## src/rtl/assert_macros.svh

```systemverilog
// Assertion macros shared by the sorter RTL.
// Each macro wraps a clocked property on clk, disabled while arst_n is low.
`ifndef ASSERT_MACROS_SVH
`define ASSERT_MACROS_SVH

// Plain property checked at every clock edge.
`define ASSERT_ALWAYS(label, prop, msg) \
	label: assert property (@(posedge clk) disable iff (!arst_n) (prop)) else $error(msg);

// Same-cycle implication.
`define ASSERT_IMPLY(label, ante, cons, msg) \
	label: assert property (@(posedge clk) disable iff (!arst_n) (ante) |-> (cons)) else $error(msg);

// Next-cycle implication.
`define ASSERT_NEXT(label, ante, cons, msg) \
	label: assert property (@(posedge clk) disable iff (!arst_n) (ante) |=> (cons)) else $error(msg);

`endif

```

## src/rtl/isk_pkg.sv

```systemverilog
// Shared types and constants for the stable key sorter.
// No dependencies; imported by every module of the block.
`timescale 1ns / 1ps

package isk_pkg;

	localparam int KEY_W     = 32;
	localparam int MAX_KEYS  = 64;
	localparam int CNT_W     = $clog2(MAX_KEYS + 1);
	localparam int QDEPTH    = 4;
	localparam int QPTR_W    = $clog2(QDEPTH);
	localparam int QCNT_W    = $clog2(QDEPTH + 1);

	// One queued transaction: a key and its end-of-set mark.
	typedef struct packed {
		logic signed [KEY_W-1:0] key;
		logic                    set_end;
	} q_entry_t;

	// Handshake between the front queue and the sort engine.
	typedef struct packed {
		logic     valid;
		q_entry_t entry;
	} q_head_t;

	typedef enum logic {
		ST_INSERT,
		ST_EMIT
	} back_state_t;

endpackage

```

## src/rtl/isk_front.sv

```systemverilog
// Input side of the sorter: accepts transactions and queues them.
// Depends on isk_pkg and assert_macros.svh.
`timescale 1ns / 1ps
`include "assert_macros.svh"

module isk_front import isk_pkg::*; (
	input  logic                    clk,
	input  logic                    arst_n,
	input  logic                    in_valid,
	output logic                    in_ready,
	input  logic signed [KEY_W-1:0] key_in,
	input  logic                    set_end,
	output q_head_t                 head,
	input  logic                    pop
);

	q_entry_t          mem_q [QDEPTH];
	logic [QPTR_W-1:0] wr_ptr_q;
	logic [QPTR_W-1:0] rd_ptr_q;
	logic [QCNT_W-1:0] cnt_q;
	logic              push;
	logic              do_pop;

	assign in_ready = (cnt_q != QCNT_W'(QDEPTH));
	assign push     = in_valid && in_ready;
	assign do_pop   = pop && (cnt_q != '0);

	assign head.valid = (cnt_q != '0);
	assign head.entry = mem_q[rd_ptr_q];

	always_ff @(posedge clk) begin
		if (push) begin
			mem_q[wr_ptr_q].key     <= key_in;
			mem_q[wr_ptr_q].set_end <= set_end;
		end
	end

	always_ff @(posedge clk or negedge arst_n) begin
		if (!arst_n) begin
			wr_ptr_q <= '0;
			rd_ptr_q <= '0;
			cnt_q    <= '0;
		end else begin
			if (push)
				wr_ptr_q <= wr_ptr_q + QPTR_W'(1);
			if (do_pop)
				rd_ptr_q <= rd_ptr_q + QPTR_W'(1);
			case ({push, do_pop})
				2'b10:   cnt_q <= cnt_q + QCNT_W'(1);
				2'b01:   cnt_q <= cnt_q - QCNT_W'(1);
				default: cnt_q <= cnt_q;
			endcase
		end
	end

	`ASSERT_ALWAYS(a_q_cnt_range, cnt_q <= QCNT_W'(QDEPTH), "queue count overflow")
	`ASSERT_IMPLY(a_q_pop_nonempty, pop, cnt_q != '0, "pop from empty queue")

endmodule

```

## config.mk

```make
export PLATFORM = sky130hd
export DESIGN_NAME = isk_front
export DESIGN_NICKNAME = d
export VERILOG_FILES = /design/src/rtl/isk_pkg.sv /design/src/rtl/isk_front.sv
export VERILOG_INCLUDE_DIRS = /design/src /design/src/rtl
export SDC_FILE = /design/constraint.sdc
export NUM_CORES = 1
export LEC_CHECK = 0
export BUFFER_PORTS_ARGS = -buffer_cell sky130_fd_sc_hd__buf_2
export CAP_MARGIN = 20
export CORE_UTILIZATION = 53
export CTS_BUF_LIST = sky130_fd_sc_hd__clkbuf_8
export CTS_CLUSTER_DIAMETER = 200
export CTS_CLUSTER_SIZE = 30
export DETAILED_ROUTE_END_ITERATION = 8
export GPL_ROUTABILITY_DRIVEN = 1
export HOLD_SLACK_MARGIN = 0.05
export PLACE_DENSITY = 0.77
export SETUP_SLACK_MARGIN = 0.5
export SYNTH_ARGS = -nofsm -noshare
export SYNTH_HDL_FRONTEND = slang
export SYNTH_SLANG_ARGS = --single-unit
```

## constraint.sdc

```tcl
create_clock -name clk -period 2.05 [get_ports clk]
set_input_delay 0.1025 -clock clk [delete_from_list [all_inputs] [get_ports clk]]
set_output_delay 0.1025 -clock clk [all_outputs]
set_load 0.02 [all_outputs]
```

Word level (Yosys, flattened, before mapping)
Memory sizes are Yosys's and may differ from the RTL's. Index checks and enable logic that the tools add are counted. Widths: inputs -> output; s select.

Output and inout port bits: 35. Input bits: 37. Memory bits (writable): 132. Word-level logic and storage cells: 18. Memories kept: 1. Bits in registers: 7.

Memories: mem_q (depth 4, width 33, read ports 1, clocked after Yosys merged registers in 0, wr ports 1, line isk_front.sv:17) `q_entry_t mem_q [QDEPTH];`.

Eq/ne operators: 3. Mux-type cells: 3. Add/subtract/negate cells: 4. Reduce and logical (&&, ||, !) cells: 4.

Operators with widths (number): $pmux 3 s2 (1); $add 2x1->2 const B (2); $add 3x1->3 const B (1); $ne 3x3->1 const B (1); $reduce_bool 3->1 (1); $sub 3x1->3 const B (1); $eq 2x1->1 const B (1); $eq 2x2->1 const B (1); $logic_and 1x1->1 (2); $mux 1 (2); $reduce_bool 2->1 (1).

Logic depth before layout (Yosys ltp)
Gate-level depths: netlist of the first run.

Word-level depth: 4. Mapped depth: 9. Gate-level depth less buffers: 9.

Worst setup path after synthesis of the first run
Ideal clock, no wire load.

Kind: register -> register. From: reg cnt_q[0]. To: reg cnt_q[2]. Slack: -0.044 ns. Library setup time: 0.079 ns. Required time: 1.971 ns. Stages on the path, launching flop included: 10. Arrival: 2.015 ns. Cell sequence: dfrtp_1 or3b_4 and2_4 inv_1 ha_1 inv_1 fa_1 xor2_1 nor2_1 xor2_1.

Longest elaborated chain between the ends: 4.

RTL lines: start: declaration (line isk_front.sv:20) `logic [QCNT_W-1:0] cnt_q;`; start signal: assignment (line isk_front.sv:49) `2'b10: cnt_q <= cnt_q + QCNT_W'(1);`; start signal: assignment (line isk_front.sv:50) `2'b01: cnt_q <= cnt_q - QCNT_W'(1);`; start signal: assignment (line isk_front.sv:51) `default: cnt_q <= cnt_q;`; $ne 3x3->1 (*) (line isk_front.sv:24) `assign in_ready = (cnt_q != QCNT_W'(QDEPTH));`; via in_ready (line isk_front.sv:10) `output logic in_ready,`; $logic_and 1x1->1 (*) (line isk_front.sv:25) `assign push = in_valid && in_ready;`; $eq 2x1->1 / $eq 2x2->1 (equally long branches) (line isk_front.sv:48) `case ({push, do_pop})`; $pmux 3 s2 / $reduce_bool 2->1 (equally long branches).

Mark *: on every way through the listed nets, which the timed path passes. The rest lies on a longest branch. A chain may end at the register's enable or synchronous reset.

==> results of run 1 <==
==> worst min-delay path, stage by stage <==
cell and delay (ns):
buf_2 0.13, and2_4 0.16, buf_4 0.11, xnor2_1 0.05
==> synth_stat cells <==
cell | instances | share of area (%)
and3_2 | 4 | 0.58
clkbuf_1 | 1 | 0.072
edfxtp_1 | 132 | 76
buf_2 | 3 | 0.29
and2_1 | 1 | 0.12
inv_1 | 6 | 0.43
nand3_1 | 1 | 0.096
or3b_4 | 1 | 0.22
xor2_1 | 3 | 0.51
mux2i_1 | 1 | 0.19
ha_1 | 5 | 1.2
dfrtp_1 | 7 | 3.4
buf_4 | 3 | 0.43
mux2_4 | 1 | 0.29
buf_1 | 1 | 0.072
or3_2 | 1 | 0.14
mux4_2 | 33 | 14
fa_1 | 1 | 0.39
and2_4 | 1 | 0.17
xnor2_1 | 3 | 0.51
nor2_1 | 1 | 0.072
==> routing by layer <==
layer  vias to the layer above  global-route usage [%]  routed length, µm
met5                         -                       0                  0
met4                         0                    7.80                 94
met3                        11                    5.89                374
met2                        65                    31.3               4570
met1                      1289                    24.1               3930
li1                       1150                       -                  -
==> metrics by stage <==
step	hold slack [ns]	std cells	util (%)	instance area, µm²	total power [W]
after floorplan	-0.193	210	-	5200	0.00613
after global placement	-0.0535	407	61.2	5740	0.00703
after detailed placement	-0.0554	407	61.2	5740	0.00711
after CTS	0.136	485	71.7	6720	0.00978
after global routing	0.173	486	73.4	6880	0.0106
final	0.174	486	73.4	6880	0.0101
==> report_power, final <==
group	switching, W	internal, W	total, W
logic	0.00189	0.00218	0.00407
registers	0.000257	0.00378	0.00404
clock network	0.00106	0.000981	0.00204
==> cell type report <==
cell class / instances / area [µm²] / share of cell area, %
inverter: 6 / 22.5 / 0.328
timing repair buffer: 123 / 1170 / 17.0
sequential: 139 / 4140 / 60.3
tap: 129 / 161 / 2.35
multi-input combinational: 57 / 1010 / 14.7
clock buffer: 17 / 234 / 3.40
clock inverter: 15 / 140 / 2.04
==> logic make-up after synthesis <==
logic type	count (synthesis)	share of synthesized area [%]
simple gates	10	1.40
mux	35	14.8
fa+ha+maj	6	1.59
buf+inv	14	1.30
xor+xnor	6	1.01
flops	139	79.9
==> sequential cells by signal, indices dropped and copies added (netlist names) <==
name      cells
mem_q       132
rd_ptr_q      2
wr_ptr_q      2
cnt_q         3
==> what timing repair did <==
action,4_1_cts,5_1_grt
hold endpoints to repair,140,0
buffers inserted,8,0
hold buffers,36,0
gates cloned,2,1
pin swaps,7,1
gates resized for setup,40,41
endpoints found under the setup margin,170,170
==> worst max-delay path by stage <==
stage	startpoint	to	slack (ns)
finish	rd_ptr_q[0]	head[10]	0.06
global route	cnt_q[1]	cnt_q[2]	-0.04
CTS	cnt_q[1]	cnt_q[2]	0.08
detailed placement	cnt_q[2]	cnt_q[2]	0.01
global placement	cnt_q[0]	cnt_q[2]	0.09
floorplan	cnt_q[0]	cnt_q[2]	0.01
==> cell usage in the layout, fill, tap and decap left out, drive strengths merged <==
| cell | n |
|---|---|
| and2 | 2 |
| and3 | 4 |
| buf | 86 |
| bufinv | 1 |
| clkbuf | 18 |
| clkinv | 1 |
| clkinvlp | 4 |
| dfrtp | 7 |
| dlygate4sd3 | 36 |
| edfxtp | 132 |
| fa | 1 |
| ha | 5 |
| inv | 15 |
| mux2 | 1 |
| mux2i | 1 |
| mux4 | 33 |
| nand3 | 1 |
| nor2 | 1 |
| or3 | 1 |
| or3b | 1 |
| xnor2 | 3 |
| xor2 | 3 |
==> summary.md, run 1 <==
| Metric | Value |
|---|---|
| Syn Nets | 253 |
| Status | finished clean |
| Num CTS Buffers | 17 |
| R2R cell count | 9 |
| Post-place setup slack | 0.0111 ns |
| Area Overhead vs Synth | 32.7% |
| Max incr delay on CP | between 0.5 and 0.6 ns |
| Mapped Area | 5180 µm² |
| Gpl congestion | 0.728 |
| Flops & latches, synth | between 100 and 150 |
| Slew @ Worst Pin | 0.881 ns |
| Die area | 10,200 µm² |
| Rel. slew slack | 41.2% |
| Chip height | just over 100 µm |
| Data required time at the worst endpoint | between 1.5 and 2 ns |
| Final setup violation count | 0 |
| DP Wirelength | a little over 5 mm |
| Ant diodes | 0 |
| WP buf/inv | 3 |
| Routed WL per cell | 18.4 µm |
| Initial core utilization | 55.3% |
| Crit path DAT | 1.89 ns |
| Slowest CP cell | mux4_2 |
| Levels on crit path | 4 |
| # nets final | between 300 and 400 |
| Period utilization | 97.2% |
| Worst-path cell chain | buf_12 > buf_16 > mux4_2 > buf_6 |
| Type of origin of the critical path | flop |
| Wirelength, routed | 8.97 mm |
| Max Slew Vio Count | 0 |
| Initial antenna violation count | 0 |
| Post-synthesis cell count | 210 |
| Total congestion overflow | 0 |
| Clk sinks | around 140 |
| Crit path max fanout | 7 |
| Yosys warning count | 0 |
| Max Clk Rate | 502 MHz |
| Largest net degree at the start of global routing | 34 |
| DR DRC count | 0 |
| Filler Cell Count | 546 |
| Worst Skew | 0.0111 ns |
| Seq/Total Area, Yosys | approximately four fifths |
| Minimum clock period | between 1.5 and 2 ns |
| RR Endpoint | cnt_q[2] |
| Die Width | 101 µm |
| RSZ-0062 raised after global routing | yes |
| Worst Hold End | wr_ptr_q[0] |
| Hold_sp | in_valid |
| Overall Global Routing Usage | roughly a fifth |
| Io pins | 72 |
| HP Class | in -> reg |
| 1st-pass router iterations | 4 |
| Port bufs | between 70 and 80 |
| H-Tree Depth | 4 |
| Number of global-route vias before repair | 2,710 |
| Fin. Hold Viols | 0 |
| First-pass GRT wire length | 13.6 mm |
| Leak | 2.46 nW |
| Vias per inst | slightly above 5 |
| Clk slew on worst S/H paths | 0.07 ns |
| CP Class | reg -> out |
| Final WS setup | 0.0576 ns |
| Via count | approximately 2,500 |
| # rows | 35 |
| R2R Setup Slk | around 0.09 ns |
| Yosys cell types | 21 |
| Power density over the cells | 1480 nW/µm² |
| R2r startpoint | cnt_q[1] |
| Max Cap Violations | 0 |
| Mean post-synth cell area | 24.7 µm² |
| Clock network latency to the later pin of the worst-skew pair | 0.42 ns |
| Setup crit end kind | primary output |
| CTS tree | done |
| Max Buffers Root-to-Sink | 2 |
| CTS Root Cell | clkbuf_8 |
| Setup TNS | 0 ns |
| Placeable core area | 9370 µm² |
| Max VDD drop | 928 µV |
| Top Family by Delay on Critical Path | multiplexers |
| Layout cell share with drive strength beyond 1 | 46.5% |
| Post-DRT Antenna Nets | 0 |
| First DRT Iteration DRCs | 117 |
| Cells on Worst Hold Path | 4 |
Note: power is estimated with default switching activity, not from simulation.
==> inputs of run 2 (changes only) <==
- CELL_PAD_IN_SITES_DETAIL_PLACEMENT: default -> 1
- CELL_PAD_IN_SITES_GLOBAL_PLACEMENT: default -> 2
- CORE_UTILIZATION: 53 -> 42
- PLACE_DENSITY: 0.77 -> default
- PLACE_DENSITY_LB_ADDON: default -> 0.1
- SETUP_SLACK_MARGIN: 0.5 -> 0.1
==> run 2 against run 1 <==
  * Register-to-register slack hardly changed
  * Via count up 1.1%
  * Sequential share of layout area decreased by 0.85 points
  * Critical path type unchanged
  * Critical endpoint is now head[6]
==> summary.md, run 2 (synthesis results as in run 1) <==
| Metric | Value |
|---|---|
| Status | finished clean |
| Period utilization | 96.4% (-0.79 points) |
| Via count | 2,543 (+1.1%) |
| Leak | 2.52 nW (+2.4%) |
| Fin. Hold Viols | 0 (unchanged) |
| CTS Root Cell | clkbuf_8 |
| Total congestion overflow | 0 (unchanged) |
| Worst Skew | 0.00695 ns (-0.00418 ns) |
| First-pass GRT wire length | 14.5 mm (+6.5%) |
| Largest regs | mem_q x132, cnt_q x3 |
| Setup crit end kind | primary output |
| Crit path DAT | 1.87 ns (-0.02 ns) |
| Number of global-route vias before repair | 2,712 (+0.074%) |
| Gpl congestion | 0.684 (-6.0%) |
| Data required time at the worst endpoint | 1.95 ns (about the same) |
| Area Overhead vs Synth | 34.5% |
| Commonest non-fill, non-tap cell in the layout | edfxtp_1 |
| Rel. slew slack | 75.9% (+35 points) |
| # nets final | 396 (+2.3%) |
| Die area | 12,800 µm² (+26%) |
| Max Cap Violations | 0 (unchanged) |
| Type of origin of the critical path | flop |
| Commonest cells after routing, fill and taps aside | edfxtp_1, buf_2, buf_6 |
| Max VDD drop | 873 µV (-5.9%) |
| Sw Share | 30.3% (-1.3 points) |
| RSZ-0062 raised after global routing | yes |
| CP Class | reg -> out |
| Clk sinks | 139 (unchanged) |
| Clk slew on worst S/H paths | 0.07 ns (about the same) |
| Sequential Power Share | 38.3% (-1.5 points) |
| Slew @ Worst Pin | 0.362 ns (-0.519 ns) |
| Max Buffers Root-to-Sink | 2 (unchanged) |
| Die Width | 113 µm (+12%) |
| Power density over the cells | 1480 nW/µm² (+0.14%) |
| Layout cell share with drive strength beyond 1 | 46.0% (-0.47 points) |
| Max Slew Vio Count | 0 (unchanged) |
| Overall Global Routing Usage | 16.2% (-2.9 points) |
| Largest net degree at the start of global routing | 25 (-26%) |
| Most flops, register | mem_q |
| Max Clk Rate | 506 MHz (+0.82%) |
| 1st-pass router iterations | 4 (unchanged) |
| Clk network pwr share | 20.5% (+0.4 points) |
| Io pins | 72 (unchanged) |
| Placeable core area | 12,000 µm² (+28%) |
| Core Util, Final | 58.0% (-15 points) |
| H-Tree Depth | 4 (unchanged) |
| CTS tree | done |
| Comb pwr share | 41.2% (+1.1 points) |
| DR DRC count | 0 (unchanged) |
| # rows | 40 (+14%) |
| Post-DRT Antenna Nets | 0 (unchanged) |
| HP Class | in -> reg |
| Switching power | 0.00313 W (-2.6%) |
| Clock network latency to the later pin of the worst-skew pair | 0.44 ns (+0.02 ns) |
| Initial core utilization | 43.1% (-12 points) |
| Crit path max fanout | 6 (-1) |
| R2R Setup Slk | 0.08 ns (about the same) |
| Minimum clock period | 1.98 ns (-0.0162 ns) |
| DP Wirelength | 5.68 mm (+13%) |
| Ant diodes | 0 (unchanged) |
| Wirelength, routed | 9.83 mm (+9.7%) |
| Int Power | 0.00718 W (+3.4%) |
| Vias per inst | 4.97 (-4.0%) |
| Num CTS Buffers | 17 (unchanged) |
| Port bufs | 71 (unchanged) |
| Max reg flops | 132 (unchanged) |
| First DRT Iteration DRCs | 152 (+30%) |
| Routed WL per cell | 19.2 µm (+4.1%) |
| Chip height | 113 µm (+12%) |
| Final setup violation count | 0 (unchanged) |
| WHS | 0.166 ns (-0.00821 ns) |
| Initial antenna violation count | 0 (unchanged) |
## run 2: power groups by stage
stage / Sequential (W) / Combinational (W) / Clock (W)
floorplan: 0.00392 / 0.00221 / 0
global placement: 0.00396 / 0.00324 / 0
CTS: 0.00393 / 0.00333 / 0.00217
detailed placement: 0.00399 / 0.00324 / 0
global route: 0.00399 / 0.00452 / 0.00226
finish: 0.00394 / 0.00425 / 0.00211
## run 2: layout make-up
cell class | instances | area [µm²]
Fill cell | 1046 | 5040
Sequential cell | 139 | 4140
Timing Repair Buffer | 132 | 1250
Multi-Input combinational cell | 57 | 997
Clock buffer | 17 | 234
Tap cell | 147 | 184
Clock inverter | 14 | 139
Inverter | 6 | 22.5
## run 2: path summary, 6_finish.rpt
check,start,to,cells past startpoint
hold / removal,in_valid,wr_ptr_q[0],4
setup / recovery,rd_ptr_q[0],head[6],4
min in group asynchronous,arst_n,cnt_q[1],3
max in group asynchronous,arst_n,rd_ptr_q[0],3
hold reg to reg,cnt_q[2],cnt_q[2],1
setup reg to reg,cnt_q[1],cnt_q[2],9
## run 2: worst max-delay path, stage by stage (launching register included)
cell       delay [ns]
dfrtp_2          0.47
buf_12           0.14
clkbuf_16        0.15
mux4_2           0.51
buf_6            0.15
## run 2: stage by stage
| stage | instance area (µm²) | cells | power (W) | setup slack (ns) | setup TNS (ns) |
|---|---|---|---|---|---|
| 2_1_floorplan | 5200 | 210 | 0.00613 | 0.0135 | 0 |
| 3_3_place_gp | 5830 | 433 | 0.00720 | 0.0580 | 0 |
| 3_5_place_dp | 5830 | 433 | 0.00723 | 0.0584 | 0 |
| 4_1_cts | 6590 | 502 | 0.00943 | 0.0667 | 0 |
| 5_1_grt | 6970 | 512 | 0.0108 | -0.0545 | -0.0545 |
| 6_report | 6970 | 512 | 0.0103 | 0.0738 | 0 |
## run 2: metal layers
layer | GRT usage (%) | part of all wire, % | vias up | routed length, µm
met2 | 26.2 | 52 | 55 | 5090
li1 | - | - | 1165 | -
met3 | 4.98 | 4.1 | 10 | 400
met1 | 19.5 | 43 | 1313 | 4190
met4 | 9.21 | 1.6 | 0 | 153
met5 | 0 | 0 | - | 0
## run 2: what timing repair did
item                                    4_1_cts  5_1_grt
pin swaps                                     4        2
endpoints found under the setup margin       13       28
hold endpoints to repair                    140        0
cloned                                        0        4
hold buffers                                 36        0
gates resized for setup                       1       76
buffers inserted                              2        6
==> inputs of run 3 (changes only) <==
- CAP_MARGIN: 20 -> 0
- PLACE_DENSITY: default -> 0.87
- PLACE_DENSITY_LB_ADDON: 0.1 -> default
==> run 3 against run 2 <==
  * Critical path depth stayed put
  * First-iteration DRC count is 25% lower
  * Total power is 0.42% lower
  * Worst setup slack worse by 0.012 ns
  * Sequential share of layout area rose by 0.81 points
  * Clock power increased by 9%
  * Combinational power shrank 6.6%
  * Clock skew increased by 0.0027 ns
  * Sequential power up 2%
  * Die area is the same
  * Critical path type unchanged
  * Largest power group is now registers
==> summary.md, run 3 (synthesis results as in run 1) <==
| Metric | Value |
|---|---|
| Status | finished clean |
| Filler Cell Count | 1,038 (-0.76%) |
| H-Tree Depth | 4 (unchanged) |
| Worst Skew | 0.00967 ns (+0.00272 ns) |
| Period utilization | 97.0% (+0.57 points) |
| Initial core utilization | 43.1% (unchanged) |
| Multi-input logic area | 1000 µm² (+0.38%) |
| Post-place setup slack | -0.0132 ns (-0.0716 ns) |
| Largest regs | mem_q x132, cnt_q x3 |
| Type of origin of the critical path | flop |
| DP Wirelength | 5.77 mm (+1.6%) |
| HP Class | in -> reg |
| Final WS setup | 0.0620 ns (-0.0118 ns) |
| # rows | 40 (unchanged) |
| Crit path DAT | 1.89 ns (+0.02 ns) |
| Worst setup endpoint | head[15] |
| First DRT Iteration DRCs | 114 (-25%) |
| Largest net degree at the start of global routing | 34 (+36%) |
| Top Family by Delay on Critical Path | multiplexers |
| Max Clk Rate | 503 MHz (-0.59%) |
| Clk slew on worst S/H paths | 0.07 ns (about the same) |
| Clock network latency to the later pin of the worst-skew pair | 0.44 ns (about the same) |
| R2r startpoint | cnt_q[1] |
| Commonest non-fill, non-tap cell in the layout | edfxtp_1 |
| DR DRC count | 0 (unchanged) |
| Max incr delay on CP | 0.50 ns (about the same) |
| Wirelength, routed | 10.2 mm (+4.0%) |
| Worst-path cell chain | buf_4 > clkbuf_16 > mux4_2 > buf_2 |
| Clk sinks | 139 (unchanged) |
| R2R Setup Slk | 0.07 ns (about the same) |
| Initial antenna violation count | 0 (unchanged) |
| Number of global-route vias before repair | 2,725 (+0.48%) |
| Max Buffers Root-to-Sink | 2 (unchanged) |
| Post-DRT Antenna Nets | 0 (unchanged) |
| Fin. Hold Viols | 0 (unchanged) |
| Via count | 2,555 (+0.47%) |
| Sequential Area | 4140 µm² (unchanged) |
| CP startpoint | rd_ptr_q[0] |
| Max Cap Violations | 0 (unchanged) |
| Crit path max fanout | 5 (-1) |
| Power, Total | 0.0103 W (-0.42%) |
| Final setup violation count | 0 (unchanged) |
| Max reg flops | 132 (unchanged) |
| Slew @ Worst Pin | 0.903 ns (+0.541 ns) |
| Data required time at the worst endpoint | 1.95 ns (about the same) |
| Vias per inst | 5.07 (+2.1%) |
| Setup crit end kind | primary output |
| RSZ-0062 raised after global routing | yes |
| Area Overhead vs Synth | 32.7% |
| Rel. slew slack | 39.8% (-36 points) |
| Port bufs | 71 (unchanged) |
| Total congestion overflow | 0 (unchanged) |
| Levels on crit path | 4 (unchanged) |
| Layout cell share with drive strength beyond 1 | 45.4% (-0.65 points) |
| R2R cell count | 9 (unchanged) |
| CTS tree | done |
| Slowest CP cell | mux4_2 |
| Die area | 12,800 µm² (unchanged) |
| First-pass GRT wire length | 14.7 mm (+1.6%) |
| Num CTS Buffers | 17 (unchanged) |
| Io pins | 72 (unchanged) |
| CTS Root Cell | clkbuf_8 |
| Leak | 2.46 nW (-2.3%) |
| Most flops, register | mem_q |
| Routed WL per cell | 20.3 µm (+5.7%) |
| Gpl congestion | 0.713 (+4.3%) |
| Max Slew Vio Count | 0 (unchanged) |
| Overall Global Routing Usage | 16.4% (+0.16 points) |
| WP buf/inv | 3 (unchanged) |
| Commonest cells after routing, fill and taps aside | edfxtp_1, buf_2, dlygate4sd3_1 |
| Chip height | 113 µm (unchanged) |
| Die Width | 113 µm (unchanged) |
| Placeable core area | 12,000 µm² (unchanged) |
| Minimum clock period | 1.99 ns (+0.0118 ns) |
| RR Endpoint | cnt_q[2] |
| 1st-pass router iterations | 4 (unchanged) |
| # nets final | 387 (-2.3%) |
| Power density over the cells | 1490 nW/µm² (+0.94%) |
| CP Class | reg -> out |
| Ant diodes | 0 (unchanged) |
| Max VDD drop | 723 µV (-17%) |
-- run 3: cell types whose count changed in the layout (fill, tap and decap cells not counted), sizes merged --
cell      delta
buf          -9
bufinv       +1
clkinv       +4
clkinvlp     -1
inv          -3
-- run 3: what timing repair did --
item | in CTS | in global routing
pin swaps | 3 | 0
setup endpoints to repair | 6 | 93
hold endpoints to repair | 141 | 0
resized for setup | 2 | 54
setup buffers | 4 | 2
hold buffers | 36 | 0
cloned | 0 | 4
-- run 3: layout make-up --
cell class | count | share of cell area [%]
clock buffers | 17 | 3.40
clock inverters | 15 | 2.62
inverters | 6 | 0.328
multi-input cells | 57 | 14.6
flip-flops and latches | 139 | 60.2
well taps | 147 | 2.67
repair buffers | 123 | 16.2
-- run 3: worst min-delay path by stage --
stage | start | end | depth (start not counted)
floorplan | arst_n | cnt_q[0] | 0
global placement | arst_n | cnt_q[1] | 1
detailed placement | arst_n | cnt_q[1] | 1
CTS | in_valid | wr_ptr_q[0] | 4
global route | in_valid | wr_ptr_q[0] | 4
finish | in_valid | wr_ptr_q[0] | 4
-- run 3: report_power, final --
part           internal [W]  leakage, nW  switching [W]
logic               0.00203        0.961        0.00195
registers           0.00378         1.29       0.000220
clock network       0.00130        0.211       0.000989
total               0.00710         2.46        0.00315
-- run 3: per-layer routing --
layer | part of all wire [%] | vias up | GRT usage (%)
met5 | 0 | - | 0
met4 | 1.0 | 0 | 5.79
met3 | 4.0 | 9 | 5.52
met2 | 53 | 66 | 28.0
met1 | 42 | 1333 | 19.5
li1 | - | 1147 | -
-- run 3: per-stage QoR --
| stage | hold WS (ns) | instances | cell area (µm²) | TNS [ns] | utilization, % |
|---|---|---|---|---|---|
| 6_report | 0.181 | 504 | 6880 | 0 | 57.3 |
| 5_1_grt | 0.185 | 504 | 6880 | -0.132 | 57.3 |
| 4_1_cts | 0.154 | 498 | 6590 | 0 | 54.9 |
| 3_5_place_dp | -0.0454 | 426 | 5780 | -0.0132 | 48.1 |
| 3_3_place_gp | -0.0510 | 426 | 5780 | 0 | 48.1 |
| 2_1_floorplan | -0.193 | 210 | 5200 | 0 | - |
-- run 3: worst register-to-register path, delay by kind of cell (launching register included) --
family / cells / cell delay [ns]
and+or+nand+nor: 3 / 0.68
buffers and inverters: 2 / 0.08
xor gates and xnor gates: 2 / 0.30
DFF: 1 / 0.39
adders and majority gates: 2 / 0.45
